$ cat src/key_press_rate_limiter_macros.svh
// Assertion macros for the key press rate limiter.
`ifndef KEY_PRESS_RATE_LIMITER_MACROS_SVH
`define KEY_PRESS_RATE_LIMITER_MACROS_SVH

// Same-cycle implication, sampled on clk, off during reset.
`define KPRL_ASSERT_NOW(lbl, ante, cons, msg) \
	lbl: assert property (@(posedge clk) disable iff (!arst_n) (ante) |-> (cons)) \
		else $error(msg);

// Next-cycle implication, sampled on clk, off during reset.
`define KPRL_ASSERT_NEXT(lbl, ante, cons, msg) \
	lbl: assert property (@(posedge clk) disable iff (!arst_n) (ante) |=> (cons)) \
		else $error(msg);

`endif

$ cat src/kprl_ram.sv
// ----------------------------------------------------------------------------
// kprl_ram
// Simple dual-port RAM: one write port, one read port with registered data.
// ----------------------------------------------------------------------------
module kprl_ram #(
	parameter int DEPTH = 96,
	parameter int WIDTH = 32,
	parameter int AW    = $clog2(DEPTH)
) (
	input  logic             clk,
	input  logic             we,
	input  logic [AW-1:0]    waddr,
	input  logic [WIDTH-1:0] wdata,
	input  logic [AW-1:0]    raddr,
	output logic [WIDTH-1:0] rdata
);

	logic [WIDTH-1:0] mem [DEPTH];

	always_ff @(posedge clk) begin
		if (we) begin
			mem[waddr] <= wdata;
		end
	end

	always_ff @(posedge clk) begin
		rdata <= mem[raddr];
	end

endmodule

$ cat config.mk
export PLATFORM = sky130hd
export DESIGN_NAME = kprl_ram
export DESIGN_NICKNAME = d
export VERILOG_FILES = /design/src/key_press_rate_limiter_macros.svh /design/src/kprl_ram.sv
export SDC_FILE = /design/constraint.sdc
export NUM_CORES = 2
export LEC_CHECK = 0
export ABC_CLOCK_PERIOD_IN_PS = 4300
export BUFFER_PORTS_ARGS = -buffer_cell sky130_fd_sc_hd__buf_2
export CORE_UTILIZATION = 47
export CTS_CLUSTER_DIAMETER = 80
export DETAILED_ROUTE_END_ITERATION = 16
export SLEW_MARGIN = 10
export SYNTH_ARGS = -nofsm -noshare
export SYNTH_HDL_FRONTEND = slang
export SYNTH_SLANG_ARGS = --single-unit
export TNS_END_PERCENT = 100
$ cat constraint.sdc
create_clock -name clk -period 4.3 [get_ports clk]
set_input_delay 0.43 -clock clk [delete_from_list [all_inputs] [get_ports clk]]
set_output_delay 0.43 -clock clk [all_outputs]
set_load 0.005 [all_outputs]
==> key figures <==
Run status
  • Outcome: finished, final reports clean

Pwr
  • VDD IR max: 542 µV
  • Clock power share: 0.428
  • Power per standard cell area: 474 mW/mm²
  • Comb power frac: 0.052
  • Total chip power: between 60 and 70 mW
  • Sw Ratio: 0.215
  • Pleak: approximately 43 nW
  • Sw Pwr: 13.9 mW
  • Cell Int Power: 50.6 mW
  • Seq pwr share: 0.520

Worst hold path
  • Worst hold start: wdata[25]
  • Hold Crit Class: input pin to register
  • Hold Crit Depth: 1
  • WHS Endpoint: mem[12][25]

Place
  • Cell total after placement: 8,798
  • DP HPWL: between 200,000 and 250,000 µm
  • Port Buffers: 79
  • Placed Area: between 0.1 and 0.15 mm²
  • Placer Congestion: roughly 0.86

Layout
  • Synth-to-Final Area Change: 15.0%
  • Register area: 0.0929 mm²
  • Final cell count without fillers: 9,405
  • Post-layout nets: ~5,900
  • Multi-input logic area: 0.0245 mm²
  • Fillers: 18,700
  • Final instance area: between 0.1 and 0.15 mm²
  • Layout cell share with drive strength beyond 1: 0.287

Worst setup path
  • Cell depth of the worst flop-to-flop path: 6
  • CP Class: input pin to register
  • CP Max Fanout: 49
  • Crit path capture type: register
  • Crit path launch: raddr[2]
  • Buf/Inv on CP: 4
  • Slowest stage delay, CP: 0.75 ns
  • CP Launch Type: input pin
  • Critical Path RT: roughly 5 ns
  • Slowest CP cell: nor2_1
  • Arr. time, crit path: 4.03 ns
  • Setup slack, reg-to-reg: about 1.1 ns
  • Most used cell along the critical path: buf_4
  • Worst-path cell chain: buf_8, buf_12, buf_4, buf_4, mux4_2, mux2i_1, a211oi_1, nor2_1, o21ai_1
  • Reg2reg start: mem[58][29]
  • Top delay family on crit path: buffers and inverters
  • Worst R2R End: rdata[29]

Synth
  • Synthesized area: 0.118 mm²
  • Post-synth EDFFs: a little over 3,000
  • Main synth FF type: edfxtp_1
  • Flops & latches, synth: 3,104
  • Ys Warns: 0
  • Mapped Cells: between 5,000 and 6,000
  • Syn_nets: 5,327
  • Sequential area share after synthesis: 0.785
  • Post-synthesis async set-or-reset flop share: 0
  • Synth Area per Inst: around 22 µm²
  • Yosys cell types: 55

Floorplanning
  • Rows: 183
  • Chip height: 504 µm
  • Io pins: 80
  • Core ar.: around 0.25 mm²
  • Die area: 0.254 mm²
  • Initial core utilization: 0.474
  • Floorplan die width: 504 µm

Clock network
  • Clock transition at path regs: about 0.060 ns
  • Clock Path Buffers: 4
  • TritonCTS buffer count: 336
  • Clock root buffer: clkbuf_16
  • Post-CTS sizing: 0
  • CTS tree: built
  • Setup Fix Bufs, Post-CTS: 0
  • Skew-Pair Late Insertion Delay: 0.98 ns
  • Hold buffer count at CTS: 7
  • CTS H-tree depth: 5
  • Clock sinks: a little over 3,000

Routing
  • Vias: around 60,000
  • Final WL: 355,000 µm
  • WL/cell: 37.7 µm
  • Detail Route Antenna Nets: 0
  • DRT iter0 DRCs: 8,911
  • Drt pass-1 iters: 6
  • # DRC: 0
  • Number of vias per cell: around 6.4

Global route
  • First-pass GRT wire length: 488,000 µm
  • Antenna violations before repair: slightly above 40
  • Pin count of the biggest net entering global routing: 97
  • Vias in the first global route: 59,200
  • Global route total overflow: 0
  • All-Layer GR Usage: 0.279

Timing
  • Final cycle utilization of the critical path: 0.780
  • Slew margin rel.: 0.176
  • RSZ-0062 raised after global routing: no
  • Fin. Hold Viols: 0
  • Tmin final: around 3.4 ns
  • Final setup viols: 0
  • Worst Skew: 0.0830 ns
  • Worst slew pin tran: 1.23 ns
  • Final setup TNS: 0 ns
  • Max-slew violations: 0
  • F_max: 0.298 GHz

Run
  • Max Cap Viol: 0
cell usage in the layout (no fill, tap or decap), types with 68 or more instances in the layout:
cell type	Yosys	routed
edfxtp_1	3072	3072
mux4_2	670	670
buf_4	42	368
clkbuf_16	0	342
mux2i_1	300	300
a22oi_1	126	126
nand2_1	97	97
nor2_4	0	89
o22ai_1	87	87
nand3_1	68	68
clkbuf_1	97	68
state kept, by name, indices dropped and copies added (netlist names):
name,cells
mem,3072
rdata,32
power by group through the flow:
| stage | registers (mW) | logic (mW) | clock network (mW) |
|---|---|---|---|
| 2_1_floorplan | 34.1 | 1.59 | 0 |
| 3_3_place_gp | 34.2 | 3.33 | 0 |
| 3_5_place_dp | 34.2 | 3.37 | 0 |
| 4_1_cts | 33.5 | 3.38 | 27.9 |
| 5_1_grt | 33.5 | 3.50 | 29.0 |
| 6_report | 33.5 | 3.39 | 27.6 |
logic make-up (layout without fill, tap and decap cells):
logic type      after synthesis  in the layout  share of synthesized area
buf+inv                     280           1058                     0.0147
compound gates              467            467                     0.0279
other cells                   0             18                          0
mux                         991            991                      0.155
flops                      3104           3104                      0.785
simple gates                437            437                     0.0173
through the flow:
stage | hold WS, ns | worst slack [ns] | util
after floorplan | 0.529 | 0.675 | -
after global placement | 0.832 | 0.0997 | 0.504
after detailed placement | 0.825 | 0.116 | 0.504
after CTS | 0.00184 | 1.13 | 0.546
after global routing | 0.0361 | 1.19 | 0.546
final | 0.0327 | 0.946 | 0.546
worst register-to-register path, cell delays in order, from the launching register on:
cell and delay (ns):
edfxtp_1 0.38, mux4_2 0.46, mux2i_1 0.44, o22ai_1 0.14, nor2_1 0.70, o211ai_1 0.46
or3_1 0.49
Yosys cell counts, types with 2 or more instances:
library cell	n	area, µm²
and2_0	2	12.5
o21ai_1	15	75.1
nor2b_1	34	213
o22ai_1	87	544
o21ai_0	17	85.1
clkbuf_1	97	364
buf_1	17	63.8
a31o_1	5	43.8
or2_2	5	31.3
inv_1	2	7.51
nand4_1	2	12.5
nand3b_1	2	15.0
nor4_1	10	62.6
mux2i_1	300	3000
and3_1	5	31.3
buf_6	51	574
a211oi_1	27	203
or3_1	12	75.1
nor3_1	36	180
a221oi_1	41	359
nand3_1	68	340
o221ai_1	17	149
o211ai_1	3	22.5
o22a_1	4	35.0
mux2_2	21	236
a22oi_1	126	946
edfxtp_1	3072	92200
or4_1	5	37.5
o41ai_1	7	61.3
buf_4	42	315
a21oi_1	60	300
mux4_2	670	15100
buf_8	4	60.1
nand2_1	97	364
nor3b_1	4	30.0
a31oi_1	13	81.3
a2111oi_0	5	43.8
dfxtp_1	32	641
buf_2	65	325
and2_1	9	56.3
nand2b_1	13	81.3
nor2_1	132	495
a22o_1	31	272
cell type report:
type / count / area share
flip-flops and latches: 3104 / 0.683
clock inverters: 163 / 0.0104
inverters: 3 / 0.000101
diodes: 18 / 0.000331
clock buffers: 419 / 0.0657
well taps: 3330 / 0.0306
repair buffers: 473 / 0.0305
multi-input cells: 1895 / 0.180
metal layers:
layer  vias to the layer above  track usage  wire [µm]
li1                      23600            -          -
met1                     32700        0.390     136000
met2                      3445        0.439     169000
met3                       549       0.0519      34400
met4                        22        0.109      14900
met5                         -            0        163
worst max-delay path by stage:
stage                      end  slack [ns]  cells after the start
global route         rdata[30]        1.19                      9
detailed placement   rdata[30]        0.12                      9
CTS                  rdata[30]        1.13                      9
finish               rdata[30]        0.95                      9
floorplan           mem[50][0]        0.68                      3
global placement     rdata[30]         0.1                      9
No activity file was read; power rests on OpenSTA's default activity.
