<file path="config.mk">
export PLATFORM = sky130hd
export DESIGN_NAME = kprl_scan
export DESIGN_NICKNAME = d
export VERILOG_FILES = /design/src/key_press_rate_limiter_macros.svh /design/src/kprl_pkg.sv /design/src/kprl_scan.sv
export SDC_FILE = /design/constraint.sdc
export NUM_CORES = 1
export LEC_CHECK = 0
export BUFFER_PORTS_ARGS = -buffer_cell sky130_fd_sc_hd__buf_2
export CAP_MARGIN = 20
export CELL_PAD_IN_SITES_DETAIL_PLACEMENT = 0
export CELL_PAD_IN_SITES_GLOBAL_PLACEMENT = 1
export CORE_ASPECT_RATIO = 0.7
export CORE_MARGIN = 4
export CORE_UTILIZATION = 40
export DETAILED_ROUTE_END_ITERATION = 8
export GPL_TIMING_DRIVEN = 0
export PLACE_DENSITY_LB_ADDON = 0.1
export SYNTH_ARGS = -nofsm -noshare
export SYNTH_HDL_FRONTEND = slang
export SYNTH_SLANG_ARGS = --single-unit
</file>
<file path="constraint.sdc">
create_clock -name clk -period 3.44 [get_ports clk]
set_clock_uncertainty 0.05 [all_clocks]
set_input_delay 0.172 -clock clk [delete_from_list [all_inputs] [get_ports clk]]
set_output_delay 0.172 -clock clk [all_outputs]
set_load 0.005 [all_outputs]
</file>
<file path="src/key_press_rate_limiter_macros.svh">
// Assertion macros for the key press rate limiter.
`ifndef KEY_PRESS_RATE_LIMITER_MACROS_SVH
`define KEY_PRESS_RATE_LIMITER_MACROS_SVH

// Same-cycle implication, sampled on clk, off during reset.
`define KPRL_ASSERT_NOW(lbl, ante, cons, msg) \
	lbl: assert property (@(posedge clk) disable iff (!arst_n) (ante) |-> (cons)) \
		else $error(msg);

// Next-cycle implication, sampled on clk, off during reset.
`define KPRL_ASSERT_NEXT(lbl, ante, cons, msg) \
	lbl: assert property (@(posedge clk) disable iff (!arst_n) (ante) |=> (cons)) \
		else $error(msg);

`endif

</file>
<file path="src/kprl_pkg.sv">
// ----------------------------------------------------------------------------
// kprl_pkg
// Types, codes and sizes shared by the key press rate limiter modules.
// ----------------------------------------------------------------------------
package kprl_pkg;

	localparam int NUM_KEYS   = 96;
	localparam int FIRST_KEY  = 32;
	localparam int TIME_BITS  = 32;
	localparam int KEY_W      = $clog2(NUM_KEYS);
	localparam int MS_W       = 10;
	localparam int CNT_W      = 3;
	localparam int CFG_IDX_W  = 3;
	localparam int CFG_DATA_W = 10;

	typedef logic [TIME_BITS-1:0] ms_t;
	typedef logic [KEY_W-1:0]     key_idx_t;

	localparam logic [CFG_IDX_W-1:0] CFG_PAUSED     = 3'd0;
	localparam logic [CFG_IDX_W-1:0] CFG_REPEAT_MS  = 3'd1;
	localparam logic [CFG_IDX_W-1:0] CFG_HOLD_MAX   = 3'd2;
	localparam logic [CFG_IDX_W-1:0] CFG_HOLD_MIN   = 3'd3;
	localparam logic [CFG_IDX_W-1:0] CFG_MAX_KEYS   = 3'd4;

	typedef enum logic [2:0] {
		EV_PRESS   = 3'd0,
		EV_RELEASE = 3'd1,
		EV_RANGE   = 3'd2,
		EV_REPEAT  = 3'd3,
		EV_HELD    = 3'd4,
		EV_WAIT    = 3'd5,
		EV_BUSY    = 3'd6,
		EV_PAUSED  = 3'd7
	} ev_t;

	typedef enum logic [2:0] {
		ST_IDLE,
		ST_RECV,
		ST_SCAN,
		ST_DRAIN,
		ST_DECIDE,
		ST_OUT0,
		ST_OUT1
	} st_t;

	typedef struct packed {
		logic       cmd;
		logic [7:0] char_code;
	} item_t;

	typedef struct packed {
		logic [2:0] event_res;
		logic [7:0] key_code;
		logic       last;
	} result_t;

	typedef struct packed {
		logic     clear;
		logic     eval;
		logic     held;
		key_idx_t idx;
	} scan_ctl_t;

	typedef struct packed {
		logic     hit;
		key_idx_t hit_idx;
		logic     best_v;
		key_idx_t best_idx;
		ms_t      best_t;
	} scan_stat_t;

endpackage

</file>
<file path="src/kprl_scan.sv">
// ----------------------------------------------------------------------------
// kprl_scan
// Hold-time compare unit: one held key per cycle, records the first key at or past
// the maximum hold time and the longest-held key (lowest index on ties).
// ----------------------------------------------------------------------------
module kprl_scan (
	input  logic                       clk,
	input  logic                       arst_n,
	input  kprl_pkg::scan_ctl_t        ctl,
	input  kprl_pkg::ms_t              now,
	input  kprl_pkg::ms_t              start_ms,
	input  logic [kprl_pkg::MS_W-1:0]  hold_max,
	output kprl_pkg::scan_stat_t       stat
);

	kprl_pkg::ms_t      held_t;
	logic               hit_q;
	logic               best_v_q;
	kprl_pkg::key_idx_t hit_idx_q;
	kprl_pkg::key_idx_t best_idx_q;
	kprl_pkg::ms_t      best_t_q;

	assign held_t = now - start_ms;

	always_ff @(posedge clk or negedge arst_n) begin
		if (!arst_n) begin
			hit_q      <= 1'b0;
			best_v_q   <= 1'b0;
			hit_idx_q  <= '0;
			best_idx_q <= '0;
			best_t_q   <= '0;
		end else if (ctl.clear) begin
			hit_q    <= 1'b0;
			best_v_q <= 1'b0;
		end else if (ctl.eval && ctl.held && !hit_q) begin
			if (held_t >= kprl_pkg::ms_t'(hold_max)) begin
				hit_q     <= 1'b1;
				hit_idx_q <= ctl.idx;
			end else if (!best_v_q || held_t > best_t_q) begin
				best_v_q   <= 1'b1;
				best_idx_q <= ctl.idx;
				best_t_q   <= held_t;
			end
		end
	end

	assign stat.hit      = hit_q;
	assign stat.hit_idx  = hit_idx_q;
	assign stat.best_v   = best_v_q;
	assign stat.best_idx = best_idx_q;
	assign stat.best_t   = best_t_q;

endmodule

</file>
==> results.toml <==
[outcome]
status = "complete, but fails checks"
violations = "setup timing"

[cts]
clock_path_buffers = 2
htree_levels = 2
clk_latency_ns = 0.29
cts.clk_slew.worst_paths_ns = 0.06
root_buffer = "clkbuf_16"
clock_sinks = 48
cts_tree = "yes"
cts_buffers = 5

[global_routing]
grt_pass1_vias = 4841
antenna_found_initial = 0
gr-usage-all-layers_pct = 20.56
grt_pass1_wl_um = 24740
grt_max_degree = 49
grt-ovfl-total = 0

[timing]
grt_setup_unrepaired = "true"
setup_viol = 48
final.min_clock_period_ns = 4.387
fmax_ghz = 0.2280
hold_violations = 0
slew_headroom_pct = 47.97
period_share_pct = 127.5
drv_slew = 0
setup_ws_ns = -0.9467
fin_setup_tns_ns = -41.37
tightest_slew_ns = 0.7804

[worst_setup_path]
path_class = "in -> reg"
worstPathRequired_ns = 3.57
r2r-start = "best_t_q[13]$_DFFE_PN0P_"
endpoint_kind = "register"
rr_worst_depth = 11
arrival_ns = 4.51
reg2reg_to = "best_t_q[2]$_DFFE_PN0P_"
crit_fanout = 10
regToRegSetupSlack_ns = 0.55
start_kind = "input port"

[power]
ir_drop_mv = 0.1513
pwr_density_cell_mw_per_mm2 = 298.9
leakage_nw = 3.428

[synth]
syn-num-nets = 785
synth-xor-area-share_pct = 3.381
synthTopCellsByCount = "inv_1, ha_1, a21oi_1"
ys_types = 67
yosys.area_share.simple_pct = 21.35
synth_top_flop_cell = "dfrtp_1"
yosys.area.top_type = "dfrtp_1"
yosys.cell_count.top_type = "inv_1"
synth_enable_flop_cells = 0
yosys-mux-area-fraction_pct = 5.433
synth_compound_area_share_pct = 19.95
synth-async-reset-ratio_pct = 100.0
synth_fa_ha_area_share_pct = 18.01
syn_inst = 625
syn_area_per_cell_um2 = 8.290
synth.top_cells.by_area = "dfrtp_1, ha_1, inv_1"
synth_top_area_share_pct = 23.18
netlist_area_mm2 = 0.005181
synth_warnings = 0
seq_area_frac_synth_pct = 23.18
ys_seq_elements = 48
synth_top_family_by_area = "simple AND/OR/NAND/NOR gates"

[routing]
wl_per_cell_um = 16.30
routed_via_density = 5.402
drt_first_pass_iters = 4
drtAntennaViolNets = 0
post-route-drc-count = 0
drt-total-wl_um = 15570
drt_iter0_drc = 245
vias = 5159

[worst_hold_path]
whs_endpoint = "best_idx_q[2]$_DFFE_PN0P_"
hold_path.class = "in -> reg"
min_from = "ctl[2]"
hold_depth = 2

[final_layout]
area_delta_synth_final_pct = 31.95
final_core_util_pct = 54.48
antenna_cells = 0
drive_gt1_share_pct = 33.17
final_nets = 953
nFillCells = 1181

[floorplan]
die_w_um = 144.0
die_area_mm2 = 0.01487
initial_core_util_pct = 41.29
core_mm2 = 0.01255
ios = 134
die_h_um = 103.2
num_rows = 34

[placement]
gp_congestion = 0.8981
hpwl_um = 12490
port_buffers = 133

[flow_run]
max-cap-violations = 0
-- power breakdown --
part	leakage (nW)	total [mW]	switching (mW)	internal, mW
combinational	2.71	0.975	0.540	0.435
sequential	0.655	0.595	0.0133	0.582
clock	0.0667	0.474	0.209	0.265
-- metal layers --
layer / global-route usage [%] / up-vias / part of all wire (%)
met1: 31.02 / 2435 / 50
met2: 32.20 / 143 / 44
met5: 0 / - / 0
li1: - / 2573 / -
met3: 2.895 / 8 / 5.8
met4: 2.460 / 0 / 0.53
-- sequential cells by signal, summed over array words and instances, names as in the netlist --
register and flops:
hit_idx_q 7, hit_q 1, best_idx_q 7, best_t_q 32
best_v_q 1
-- through the flow --
step | setup slack (ns) | hold slack [ns] | area, um^2 | std cells | power, mW
2_1_floorplan | -0.8000 | -0.1736 | 5291 | 625 | 1.209
3_3_place_gp | -1.672 | 0.3642 | 6160 | 920 | 1.447
5_1_grt | -1.110 | 0.06597 | 6837 | 955 | 2.201
3_5_place_dp | -1.725 | 0.3731 | 6160 | 920 | 1.468
4_1_cts | -0.8402 | 0.06146 | 6738 | 951 | 2.031
6_report | -0.9467 | 0.07091 | 6837 | 955 | 2.043
-- worst max path at each step --
stage          startpoint                         to  slack, ns  depth (start not counted)
6_report           now[0]    best_t_q[2]$_DFFE_PN0P_      -0.95                         21
5_1_grt            now[0]    best_t_q[2]$_DFFE_PN0P_      -1.11                         22
4_1_cts            now[0]    best_t_q[2]$_DFFE_PN0P_      -0.84                         21
3_5_place_dp      now[12]    best_t_q[2]$_DFFE_PN0P_      -1.72                         20
3_3_place_gp      now[12]  best_idx_q[0]$_DFFE_PN0P_      -1.67                         20
2_1_floorplan      now[0]  best_idx_q[0]$_DFFE_PN0P_      -0.80                         20
-- area by class of cell --
cell class	count	area, um^2	area share [%]
multi-input cells	468	3814	55.78
repair buffers	167	977.2	14.29
clock buffers	6	128.9	1.885
plain buffers	24	198.9	2.910
inverters	79	309.0	4.520
flip-flops and latches	48	1201	17.57
well taps	162	202.7	2.965
clock inverters	1	5.005	0.07321
-- repair_timing --
item / 4_1_cts / 5_1_grt
hold endpoints to repair: 0 / 9
gates resized for setup: 53 / 16
hold buffers: 0 / 1
pin swaps: 11 / 2
endpoints found under the setup margin: 48 / 48
cloned: 1 / 0
buffers inserted: 25 / 7
-- logic make-up (layout without fill, tap and decap cells) --
kind of cell | count (synthesis) | after routing
XOR/XNOR | 20 | 20
buffers and inverters | 109 | 277
adder cells (fa/ha/maj) | 74 | 74
AND/OR/NAND/NOR | 197 | 197
AO/OA/AOI/OAI | 157 | 157
multiplexers | 20 | 20
flip-flops | 48 | 48
-- worst max-delay path, cell delays in order --
cell and delay (ns):
buf_12 0.11, inv_12 0.04, ha_4 0.11, inv_2 0.04, fa_2 0.38, a21o_1 0.23
a221oi_4 0.35, nand4bb_4 0.26, a311oi_2 0.12, or3_4 0.39, and2_4 0.16, ha_4 0.26
nand4_1 0.07, or2_4 0.25, nor3_4 0.14, a21boi_2 0.22, o41ai_2 0.10, nor4_2 0.36
nand4_4 0.21, buf_12 0.23, mux2_4 0.30
-- cells in the final DEF (no fill, tap or decap), types with 7 or more instances in the layout --
cell      synthesis  layout
buf_2             6     133
inv_1            79      77
ha_1             73      69
nand2_1          49      49
dfrtp_1          48      48
a21oi_1          51      44
o21ai_0          28      27
buf_4             3      27
nand4_1          23      23
nor2_1           23      23
and2_1           28      19
mux2_4           16      16
buf_6             3      14
o211ai_1         12      12
nand3_1          11      11
xor2_1           10      10
and2_4            0       9
a21o_1            8       8
nor2b_1           8       8
nor4b_1           8       8
xnor2_1          10       8
and3_1            8       7
a211oi_1          8       7
clkbuf_1         17       7
(Power assumes the default switching activity.)
